==> src/rtl/core/scle_pkg.sv <==
// Shared constants, types and key tables of the scancode line editor.
`default_nettype none

package scle_pkg;

  // Line store geometry.
  localparam int STORE_DEPTH   = 64;
  localparam int LINE_CAPACITY = 64;
  localparam int POS_W         = $clog2(STORE_DEPTH);
  localparam int LINE_LIMIT_I  = (LINE_CAPACITY - 1 > STORE_DEPTH - 1) ?
                                 STORE_DEPTH - 1 : LINE_CAPACITY - 1;
  localparam logic [POS_W-1:0] LINE_LIMIT = POS_W'(LINE_LIMIT_I);

  // Field widths.
  localparam int SC_W   = 8;
  localparam int CHAR_W = 7;
  localparam int KIND_W = 2;

  // Scancodes with a fixed meaning.
  localparam logic [SC_W-1:0] SC_LSHIFT   = 8'h2A;
  localparam logic [SC_W-1:0] SC_RSHIFT   = 8'h36;
  localparam logic [SC_W-1:0] SC_BREAK    = 8'h80;
  localparam logic [SC_W-1:0] SC_ENTER    = 8'h1C;
  localparam logic [SC_W-1:0] SC_BKSP     = 8'h0E;
  localparam int              TABLE_LEN   = 58;
  localparam int              TIDX_W      = $clog2(TABLE_LEN);

  // Result kinds.
  localparam logic [KIND_W-1:0] KIND_ECHO      = 2'd0;
  localparam logic [KIND_W-1:0] KIND_ERASE     = 2'd1;
  localparam logic [KIND_W-1:0] KIND_LINE_CHAR = 2'd2;
  localparam logic [KIND_W-1:0] KIND_LINE_END  = 2'd3;

  // Decoded operation of one scancode.
  typedef enum logic [2:0] {
    OP_NONE      = 3'd0,
    OP_SHIFT_SET = 3'd1,
    OP_SHIFT_CLR = 3'd2,
    OP_ENTER     = 3'd3,
    OP_BKSP      = 3'd4,
    OP_CHAR      = 3'd5
  } op_t;

  typedef struct packed {
    op_t               op;
    logic [CHAR_W-1:0] ch;
  } cmd_t;

  // Line store access from the sequencer.
  typedef struct packed {
    logic              we;
    logic [POS_W-1:0]  waddr;
    logic [CHAR_W-1:0] wdata;
    logic              re;
    logic [POS_W-1:0]  raddr;
  } mem_req_t;

  // US layout, set 1, without shift.
  localparam logic [CHAR_W-1:0] PLAIN_KEYS [TABLE_LEN] = '{
    7'h00, 7'h1B, 7'h31, 7'h32, 7'h33, 7'h34, 7'h35, 7'h36, 7'h37, 7'h38,
    7'h39, 7'h30, 7'h2D, 7'h3D, 7'h08, 7'h09, 7'h71, 7'h77, 7'h65, 7'h72,
    7'h74, 7'h79, 7'h75, 7'h69, 7'h6F, 7'h70, 7'h5B, 7'h5D, 7'h0A, 7'h00,
    7'h61, 7'h73, 7'h64, 7'h66, 7'h67, 7'h68, 7'h6A, 7'h6B, 7'h6C, 7'h3B,
    7'h27, 7'h60, 7'h00, 7'h5C, 7'h7A, 7'h78, 7'h63, 7'h76, 7'h62, 7'h6E,
    7'h6D, 7'h2C, 7'h2E, 7'h2F, 7'h00, 7'h2A, 7'h00, 7'h20
  };

  // US layout, set 1, with shift held.
  localparam logic [CHAR_W-1:0] SHIFTED_KEYS [TABLE_LEN] = '{
    7'h00, 7'h1B, 7'h21, 7'h40, 7'h23, 7'h24, 7'h25, 7'h5E, 7'h26, 7'h2A,
    7'h28, 7'h29, 7'h5F, 7'h2B, 7'h08, 7'h09, 7'h51, 7'h57, 7'h45, 7'h52,
    7'h54, 7'h59, 7'h55, 7'h49, 7'h4F, 7'h50, 7'h7B, 7'h7D, 7'h0A, 7'h00,
    7'h41, 7'h53, 7'h44, 7'h46, 7'h47, 7'h48, 7'h4A, 7'h4B, 7'h4C, 7'h3A,
    7'h22, 7'h7E, 7'h00, 7'h7C, 7'h5A, 7'h58, 7'h43, 7'h56, 7'h42, 7'h4E,
    7'h4D, 7'h3C, 7'h3E, 7'h3F, 7'h00, 7'h2A, 7'h00, 7'h20
  };

endpackage

`default_nettype wire

==> src/rtl/core/scle_in_if.sv <==
// Scancode request channel.
`default_nettype none

interface scle_in_if;
  logic                       valid;
  logic                       ready;
  logic [scle_pkg::SC_W-1:0]  scan_code;

  modport source (output valid, output scan_code, input ready);
  modport sink   (input valid, input scan_code, output ready);
endinterface

`default_nettype wire

==> src/rtl/core/scle_out_if.sv <==
// Result request channel.
`default_nettype none

interface scle_out_if;
  logic                        valid;
  logic                        ready;
  logic [scle_pkg::KIND_W-1:0] kind;
  logic [scle_pkg::CHAR_W-1:0] character;
  logic                        last;

  modport source (output valid, output kind, output character, output last, input ready);
  modport sink   (input valid, input kind, input character, input last, output ready);
endinterface

`default_nettype wire

==> src/rtl/core/scle_ram.sv <==
// Generic single-write, single-read RAM with registered read data.
`default_nettype none

module scle_ram #(
  parameter int WIDTH = 8,
  parameter int DEPTH = 64
) (
  input  wire logic                     clk,
  input  wire logic                     we,
  input  wire logic [$clog2(DEPTH)-1:0] waddr,
  input  wire logic [WIDTH-1:0]         wdata,
  input  wire logic                     re,
  input  wire logic [$clog2(DEPTH)-1:0] raddr,
  output logic      [WIDTH-1:0]         rdata
);

  logic [WIDTH-1:0] mem_r [DEPTH];

  // Write port.
  always_ff @(posedge clk) begin
    if (we) begin
      mem_r[waddr] <= wdata;
    end
  end

  // Read port; data holds until the next read.
  always_ff @(posedge clk) begin
    if (re) begin
      rdata <= mem_r[raddr];
    end
  end

endmodule

`default_nettype wire

==> src/rtl/core/scle_xlat.sv <==
// Scancode decoder: classifies a scancode and looks up its character.
`default_nettype none

module scle_xlat (
  input  wire logic [scle_pkg::SC_W-1:0] scan_code,
  input  wire logic                      shift_held,
  output scle_pkg::cmd_t                 cmd
);

  logic [scle_pkg::TIDX_W-1:0] tidx;
  logic                        in_table;
  logic [scle_pkg::CHAR_W-1:0] key_ch;

  // Table lookup, valid only for make codes below the table length.
  assign in_table = (scan_code < scle_pkg::SC_W'(scle_pkg::TABLE_LEN));
  assign tidx     = scan_code[scle_pkg::TIDX_W-1:0];

  always_comb begin
    key_ch = '0;
    if (in_table) begin
      key_ch = shift_held ? scle_pkg::SHIFTED_KEYS[tidx] : scle_pkg::PLAIN_KEYS[tidx];
    end
  end

  // Classification; special keys take precedence over the table.
  always_comb begin
    cmd.op = scle_pkg::OP_NONE;
    cmd.ch = key_ch;
    if (scan_code == scle_pkg::SC_LSHIFT || scan_code == scle_pkg::SC_RSHIFT) begin
      cmd.op = scle_pkg::OP_SHIFT_SET;
    end else if (scan_code == (scle_pkg::SC_LSHIFT | scle_pkg::SC_BREAK) ||
                 scan_code == (scle_pkg::SC_RSHIFT | scle_pkg::SC_BREAK)) begin
      cmd.op = scle_pkg::OP_SHIFT_CLR;
    end else if (scan_code == scle_pkg::SC_ENTER) begin
      cmd.op = scle_pkg::OP_ENTER;
    end else if (scan_code == scle_pkg::SC_BKSP) begin
      cmd.op = scle_pkg::OP_BKSP;
    end else if (in_table && key_ch != '0) begin
      cmd.op = scle_pkg::OP_CHAR;
    end
  end

endmodule

`default_nettype wire

==> src/rtl/core/scle_ctrl.sv <==
// Sequencer: shift flag, write position, line walk and result register.
`default_nettype none

module scle_ctrl (
  input  wire logic                        clk,
  input  wire logic                        rst_n,
  input  wire logic                        in_valid,
  output logic                             in_ready,
  input  wire scle_pkg::cmd_t              cmd,
  output logic                             shift_held,
  output scle_pkg::mem_req_t               mem_req,
  input  wire logic [scle_pkg::CHAR_W-1:0] mem_rdata,
  output logic                             out_valid,
  input  wire logic                        out_ready,
  output logic      [scle_pkg::KIND_W-1:0] out_kind,
  output logic      [scle_pkg::CHAR_W-1:0] out_character,
  output logic                             out_last
);

  typedef enum logic [2:0] {
    ST_IDLE   = 3'b001,
    ST_EMIT   = 3'b010,
    ST_FINISH = 3'b100
  } state_t;

  state_t                      state_r, state_nxt;
  logic                        shift_r, shift_nxt;
  logic [scle_pkg::POS_W-1:0]  pos_r, pos_nxt;
  logic [scle_pkg::POS_W-1:0]  idx_r, idx_nxt;
  logic [scle_pkg::POS_W-1:0]  idx_inc;
  logic                        out_valid_r, out_valid_nxt;
  logic [scle_pkg::KIND_W-1:0] kind_r, kind_nxt;
  logic [scle_pkg::CHAR_W-1:0] char_r, char_nxt;
  logic                        last_r, last_nxt;
  logic                        load;
  logic                        slot_free;
  logic                        accept;

  // The result register is free when empty or being drained this cycle.
  assign slot_free = !out_valid_r || out_ready;
  assign in_ready  = (state_r == ST_IDLE) && slot_free;
  assign accept    = in_valid && in_ready;
  assign idx_inc   = idx_r + 1'b1;

  // Next-state and result selection.
  always_comb begin
    state_nxt = state_r;
    shift_nxt = shift_r;
    pos_nxt   = pos_r;
    idx_nxt   = idx_r;
    load      = 1'b0;
    kind_nxt  = kind_r;
    char_nxt  = char_r;
    last_nxt  = last_r;
    mem_req   = '0;
    mem_req.waddr = pos_r;
    mem_req.wdata = cmd.ch;
    mem_req.raddr = idx_r;
    case (state_r)
      ST_IDLE: begin
        if (accept) begin
          case (cmd.op)
            scle_pkg::OP_SHIFT_SET: shift_nxt = 1'b1;
            scle_pkg::OP_SHIFT_CLR: shift_nxt = 1'b0;
            scle_pkg::OP_ENTER: begin
              if (pos_r == '0) begin
                load     = 1'b1;
                kind_nxt = scle_pkg::KIND_LINE_END;
                char_nxt = '0;
                last_nxt = 1'b1;
              end else begin
                // Start the walk with a read of the first entry.
                mem_req.re    = 1'b1;
                mem_req.raddr = '0;
                idx_nxt       = '0;
                state_nxt     = ST_EMIT;
              end
            end
            scle_pkg::OP_BKSP: begin
              if (pos_r != '0) begin
                pos_nxt  = pos_r - 1'b1;
                load     = 1'b1;
                kind_nxt = scle_pkg::KIND_ERASE;
                char_nxt = '0;
                last_nxt = 1'b1;
              end
            end
            scle_pkg::OP_CHAR: begin
              if (pos_r < scle_pkg::LINE_LIMIT) begin
                mem_req.we = 1'b1;
                pos_nxt    = pos_r + 1'b1;
                load       = 1'b1;
                kind_nxt   = scle_pkg::KIND_ECHO;
                char_nxt   = cmd.ch;
                last_nxt   = 1'b1;
              end
            end
            default: ;
          endcase
        end
      end
      ST_EMIT: begin
        // Read data for entry idx_r is present; hand it on and fetch the next.
        if (slot_free) begin
          load     = 1'b1;
          kind_nxt = scle_pkg::KIND_LINE_CHAR;
          char_nxt = mem_rdata;
          last_nxt = 1'b0;
          if (idx_inc == pos_r) begin
            state_nxt = ST_FINISH;
          end else begin
            mem_req.re    = 1'b1;
            mem_req.raddr = idx_inc;
            idx_nxt       = idx_inc;
          end
        end
      end
      ST_FINISH: begin
        if (slot_free) begin
          load      = 1'b1;
          kind_nxt  = scle_pkg::KIND_LINE_END;
          char_nxt  = '0;
          last_nxt  = 1'b1;
          pos_nxt   = '0;
          state_nxt = ST_IDLE;
        end
      end
      default: state_nxt = ST_IDLE;
    endcase
    out_valid_nxt = load ? 1'b1 : (out_ready ? 1'b0 : out_valid_r);
  end

  // Control registers.
  always_ff @(posedge clk) begin
    if (!rst_n) begin
      state_r     <= ST_IDLE;
      shift_r     <= 1'b0;
      pos_r       <= '0;
      idx_r       <= '0;
      out_valid_r <= 1'b0;
    end else begin
      state_r     <= state_nxt;
      shift_r     <= shift_nxt;
      pos_r       <= pos_nxt;
      idx_r       <= idx_nxt;
      out_valid_r <= out_valid_nxt;
    end
  end

  // Result payload register.
  always_ff @(posedge clk) begin
    if (load) begin
      kind_r <= kind_nxt;
      char_r <= char_nxt;
      last_r <= last_nxt;
    end
  end

  assign shift_held    = shift_r;
  assign out_valid     = out_valid_r;
  assign out_kind      = kind_r;
  assign out_character = char_r;
  assign out_last      = last_r;

endmodule

`default_nettype wire

==> src/rtl/core/scancode_line_editor_core.sv <==
// Top level of the scancode line editor.
// A key with a single result has it in the output register in the cycle after acceptance.
// Throughput: one scancode per cycle while the result side keeps up.
// Enter with n stored characters gives n+1 results, one per cycle from the line store's
// read port unless stalled, and input stays stalled until the line-end result is loaded.
// Reset clears the shift flag, write position and sequencer; the line store is not cleared.
`default_nettype none

module scancode_line_editor_core (
  input  wire logic  clk,
  input  wire logic  rst_n,
  scle_in_if.sink    in_chan,
  scle_out_if.source out_chan
);

  scle_pkg::cmd_t              cmd;
  scle_pkg::mem_req_t          mem_req;
  logic [scle_pkg::CHAR_W-1:0] mem_rdata;
  logic                        shift_held;

  // Scancode decode.
  scle_xlat u_xlat (
    .scan_code  (in_chan.scan_code),
    .shift_held (shift_held),
    .cmd        (cmd)
  );

  // Line store.
  scle_ram #(
    .WIDTH (scle_pkg::CHAR_W),
    .DEPTH (scle_pkg::STORE_DEPTH)
  ) u_line_ram (
    .clk   (clk),
    .we    (mem_req.we),
    .waddr (mem_req.waddr),
    .wdata (mem_req.wdata),
    .re    (mem_req.re),
    .raddr (mem_req.raddr),
    .rdata (mem_rdata)
  );

  // Sequencer and result register.
  scle_ctrl u_ctrl (
    .clk           (clk),
    .rst_n         (rst_n),
    .in_valid      (in_chan.valid),
    .in_ready      (in_chan.ready),
    .cmd           (cmd),
    .shift_held    (shift_held),
    .mem_req       (mem_req),
    .mem_rdata     (mem_rdata),
    .out_valid     (out_chan.valid),
    .out_ready     (out_chan.ready),
    .out_kind      (out_chan.kind),
    .out_character (out_chan.character),
    .out_last      (out_chan.last)
  );

endmodule

`default_nettype wire

==> src/flat_wrapper.sv <==
// flat-port wrapper written by rule: the top's interface ports become plain ports
module scancode_line_editor_core_flat 
  (clk, rst_n, in_chan_valid, in_chan_scan_code, in_chan_ready, out_chan_valid, out_chan_kind, out_chan_character, out_chan_last, out_chan_ready);
  scle_in_if in_chan_i ();
  scle_out_if out_chan_i ();
  input  wire logic clk;
  input  wire logic rst_n;
  input wire logic [$bits(in_chan_i.valid)-1:0] in_chan_valid;
  input wire logic [$bits(in_chan_i.scan_code)-1:0] in_chan_scan_code;
  output wire logic [$bits(in_chan_i.ready)-1:0] in_chan_ready;
  output wire logic [$bits(out_chan_i.valid)-1:0] out_chan_valid;
  output wire logic [$bits(out_chan_i.kind)-1:0] out_chan_kind;
  output wire logic [$bits(out_chan_i.character)-1:0] out_chan_character;
  output wire logic [$bits(out_chan_i.last)-1:0] out_chan_last;
  input wire logic [$bits(out_chan_i.ready)-1:0] out_chan_ready;
  assign in_chan_i.valid = in_chan_valid;
  assign in_chan_i.scan_code = in_chan_scan_code;
  assign in_chan_ready = in_chan_i.ready;
  assign out_chan_valid = out_chan_i.valid;
  assign out_chan_kind = out_chan_i.kind;
  assign out_chan_character = out_chan_i.character;
  assign out_chan_last = out_chan_i.last;
  assign out_chan_i.ready = out_chan_ready;
  scancode_line_editor_core u_core (.clk(clk), .rst_n(rst_n), .in_chan(in_chan_i), .out_chan(out_chan_i));
endmodule
==> config.mk <==
export PLATFORM = sky130hd
export DESIGN_NAME = scancode_line_editor_core_flat
export DESIGN_NICKNAME = d
export VERILOG_FILES = /design/src/rtl/core/scle_pkg.sv /design/src/rtl/core/scle_in_if.sv /design/src/rtl/core/scle_out_if.sv /design/src/rtl/core/scle_ram.sv /design/src/rtl/core/scle_xlat.sv /design/src/rtl/core/scle_ctrl.sv /design/src/rtl/core/scancode_line_editor_core.sv /design/src/flat_wrapper.sv
export SDC_FILE = /design/constraint.sdc
export NUM_CORES = 1
export LEC_CHECK = 0
export BUFFER_PORTS_ARGS = -buffer_cell sky130_fd_sc_hd__buf_2
export CORE_MARGIN = 5
export CORE_UTILIZATION = 68
export DETAILED_ROUTE_END_ITERATION = 7
export HOLD_SLACK_MARGIN = 0.03
export PLACE_DENSITY = 0.95
export SLEW_MARGIN = 20
export SYNTH_ARGS = -nofsm -noshare
export SYNTH_HDL_FRONTEND = slang
export SYNTH_SLANG_ARGS = --single-unit
==> constraint.sdc <==
create_clock -name clk -period 17.2 [get_ports clk]
set_clock_uncertainty 0.15 [all_clocks]
set_input_delay 3.44 -clock clk [delete_from_list [all_inputs] [get_ports clk]]
set_output_delay 3.44 -clock clk [all_outputs]
set_load 0.05 [all_outputs]
==> run metrics <==
Clock Path Buffers=3; Yosys reg bits=482; Logic pwr share=0.059; area leader, netlist=edfxtp_1; max_cap viols=0; Async SR Flop Fraction=0; area grow syn2layout=9.21%; post-synthesis instance total=about 1600; area of the multi-input gates=approximately 0.0068 mm2; Pint=approximately 2.0 mW; first-pass GRT wire length=88.4 mm; post-layout min period=roughly 9000 ps; Final nets=between 1500 and 2000; vias=15229; dpl ws=~8000 ps; postcts setup bufs=0; Psw=about 0.56 mW; Tot GR Track Use=0.325; failing checks=DRC; f_max=between 100 and 150 MHz; HP Class=reg -> reg; Filler cells=~1700; Setup crit start kind=input pin; Setup-failing EPs final=0; Ys Warns=0; DIE HEIGHT=188 um; register area=around 0.014 mm2; Worst Path Arrival=9090 ps; Routed WL=59.2 mm; layout cells sized above 1=0.133; endpoints failing hold=0; post-layout util=0.750; post-synthesis sequential area ratio=0.662; die area=between 0.03 and 0.04 mm2; antenna cells=0; CP Max Fanout=66; Initial Utilization=0.686; Worst VDD drop=a little under 100 uV; Placer Congestion=0.977; top cells by count, synth=edfxtp_1 (465), nor2_1 (100), mux2i_1 (95), o21ai_0 (95), nand3_1 (84); status=finished, violations left; switching part of the total power=0.219; vias in the first global route=~14000; Worst-Skew Late Latency=between 500 and 600 ps; total gr overflow=0; # DRC=1; synth unique cells=82; total CTS buffers=45; RSZ-0062 raised after global routing=no; Hold-fix buffers, CTS=0; Pwr Total=around 2.5 mW; crit share post-route=0.526; Initial DRC Count=between 3000 and 4000; Critical Path RT=around 17000 ps; Avg WL per Cell=just under 30 um; worst-margin pin slew=1180 ps; post-synth top area share=0.646; Reg power frac=0.515; GR Util met1=0.426; CTS root buf=clkbuf_16; Area contributors post-synth=edfxtp_1 (65%), mux2i_1 (4.4%), o21ai_0 (2.2%); largest net degree at the start of global routing=75; IO Count=24; cell row count=65; endpoint class of the critical path=flop; number of synthesized flops with an enable pin=around 470; grt met2 use=0.492; GR peak layer=met2; Syn Area/Cell=around 14 um2; crit path kind=in -> reg; pwr/cell area=~110 mW/mm2; clk sinks=between 400 and 500; initial antenna violation count=0; Setup TNS=0 ps; Die Span X=around 190 um; P_leak=just over 8 nW; # resized after CTS=0; Fin Hold WS=about 420 ps; Most used DFF post-synth=edfxtp_1; Final WS setup=~8200 ps; Slew Limit Headroom=0.205; Synth Cell Area=between 0.02 and 0.025 mm2; CTS H-tree depth=2; met3 Use GR=0.105; Final ANT Viol Nets=0; core area=roughly 0.031 mm2; Port Buffers=23; post-DP HPWL=around 33 mm; CTS clk-pin slew, worst paths=roughly 60 ps; TritonCTS clock tree=built; max-slew violations=0; Detailed Routing Iterations Pass 1=8; vias per inst=between 7 and 8; most common cell in the netlist=edfxtp_1; clock power share=0.425
==> sequential cells by signal, indices dropped and copies added (netlist names), 2 cells and up <==
name,cells
u_core.u_line_ram.mem_r,448
u_core.u_ctrl.out_character,7
u_core.u_line_ram.rdata,7
u_core.u_ctrl.idx_r,6
u_core.u_ctrl.pos_r,6
u_core.u_ctrl.state_r,3
u_core.u_ctrl.out_kind,2
==> power groups by stage <==
stage | combinational (mW) | sequential [mW] | clock, mW
after floorplan | 0.0933 | 1.34 | 0
after global placement | 0.140 | 1.33 | 0
after detailed placement | 0.144 | 1.34 | 0
after CTS | 0.146 | 1.31 | 1.07
after global routing | 0.159 | 1.31 | 1.13
final | 0.151 | 1.31 | 1.08
==> kinds of logic (layout without fill, tap and decap cells) <==
group,after synthesis,after routing,share of synthesized area
other,1,7,0.000174
adder cells (fa/ha/maj),20,20,0.0119
buffers and inverters,130,148,0.0254
AND/OR/NAND/NOR,382,382,0.0935
XOR/XNOR,12,12,0.00486
AO/OA/AOI/OAI,399,399,0.127
multiplexers,147,147,0.0754
flip-flops,482,482,0.662
==> cell usage in the layout (no fill, tap or decap), drive strengths merged, types with 8 or more instances in the layout <==
master and n:
nor2 101, a2bb2oi 8, a31oi 12, nor2b 13
a21oi 68, inv 22, a21o 9, and3 53
buf 44, mux2 43, ha 19, mux4 8
nand4 10, nor4 12, a2111oi 9, o31ai 8
a21boi 8, nand2b 15, clkinv 15, edfxtp 465
a211oi 63, dfxtp 17, a2111o 8, o22ai 24
a22o 8, o21ai 96, mux2i 96, nand3 87
o2111ai 8, clkbuf 54, and2 12, nand2 41
bufinv 10, a31o 20
==> path summary, 6_finish.rpt <==
check                                                           from                                  endpoint  slack (ps)  cells after the start
worst min register to register  u_core.u_line_ram.rdata[4]$_DFFE_PP_  u_core.u_ctrl.out_character[4]$_DFFE_PP_         420                      1
worst max register to register   u_core.u_ctrl.idx_r[0]$_SDFFE_PN0P_      u_core.u_line_ram.rdata[4]$_DFFE_PP_       11060                     13
worst max-delay path                            in_chan_scan_code[2]  u_core.u_line_ram.mem_r[21][3]$_DFFE_PP_        8150                     13
worst min-delay path            u_core.u_line_ram.rdata[4]$_DFFE_PP_  u_core.u_ctrl.out_character[4]$_DFFE_PP_         420                      1
==> through the flow <==
step                      area [um2]  std cells
after floorplan                21600       1579
after global placement         22000       1915
after detailed placement       22000       1915
after CTS                      23600       1998
after global routing           23600       1999
final                          23600       1999
==> routing by layer <==
| metal | vias up | share of wire |
|---|---|---|
| met5 | - | 0 |
| met2 | 1584 | 0.44 |
| met4 | 0 | 0.073 |
| li1 | 6160 | - |
| met1 | 7101 | 0.33 |
| met3 | 384 | 0.15 |
==> worst max-delay path, cell delays in order <==
cell and delay, ps:
buf_2 570, inv_1 470, ha_1 410, a221o_1 310, a2111oi_0 400, a31oi_1 130
nor2_4 110, buf_4 640, a2111o_1 260, and4_1 360, and3_1 280, nand3_1 780
nor2_1 880
==> area by class of cell <==
class                   instances  area share
clock buffers                  54      0.0501
well taps                     402      0.0213
repair buffers                 44      0.0115
flip-flops and latches        482       0.606
multi-input cells             967       0.290
clock inverters                29      0.0174
inverters                      21     0.00334
No activity file was read; power rests on OpenSTA's default activity.
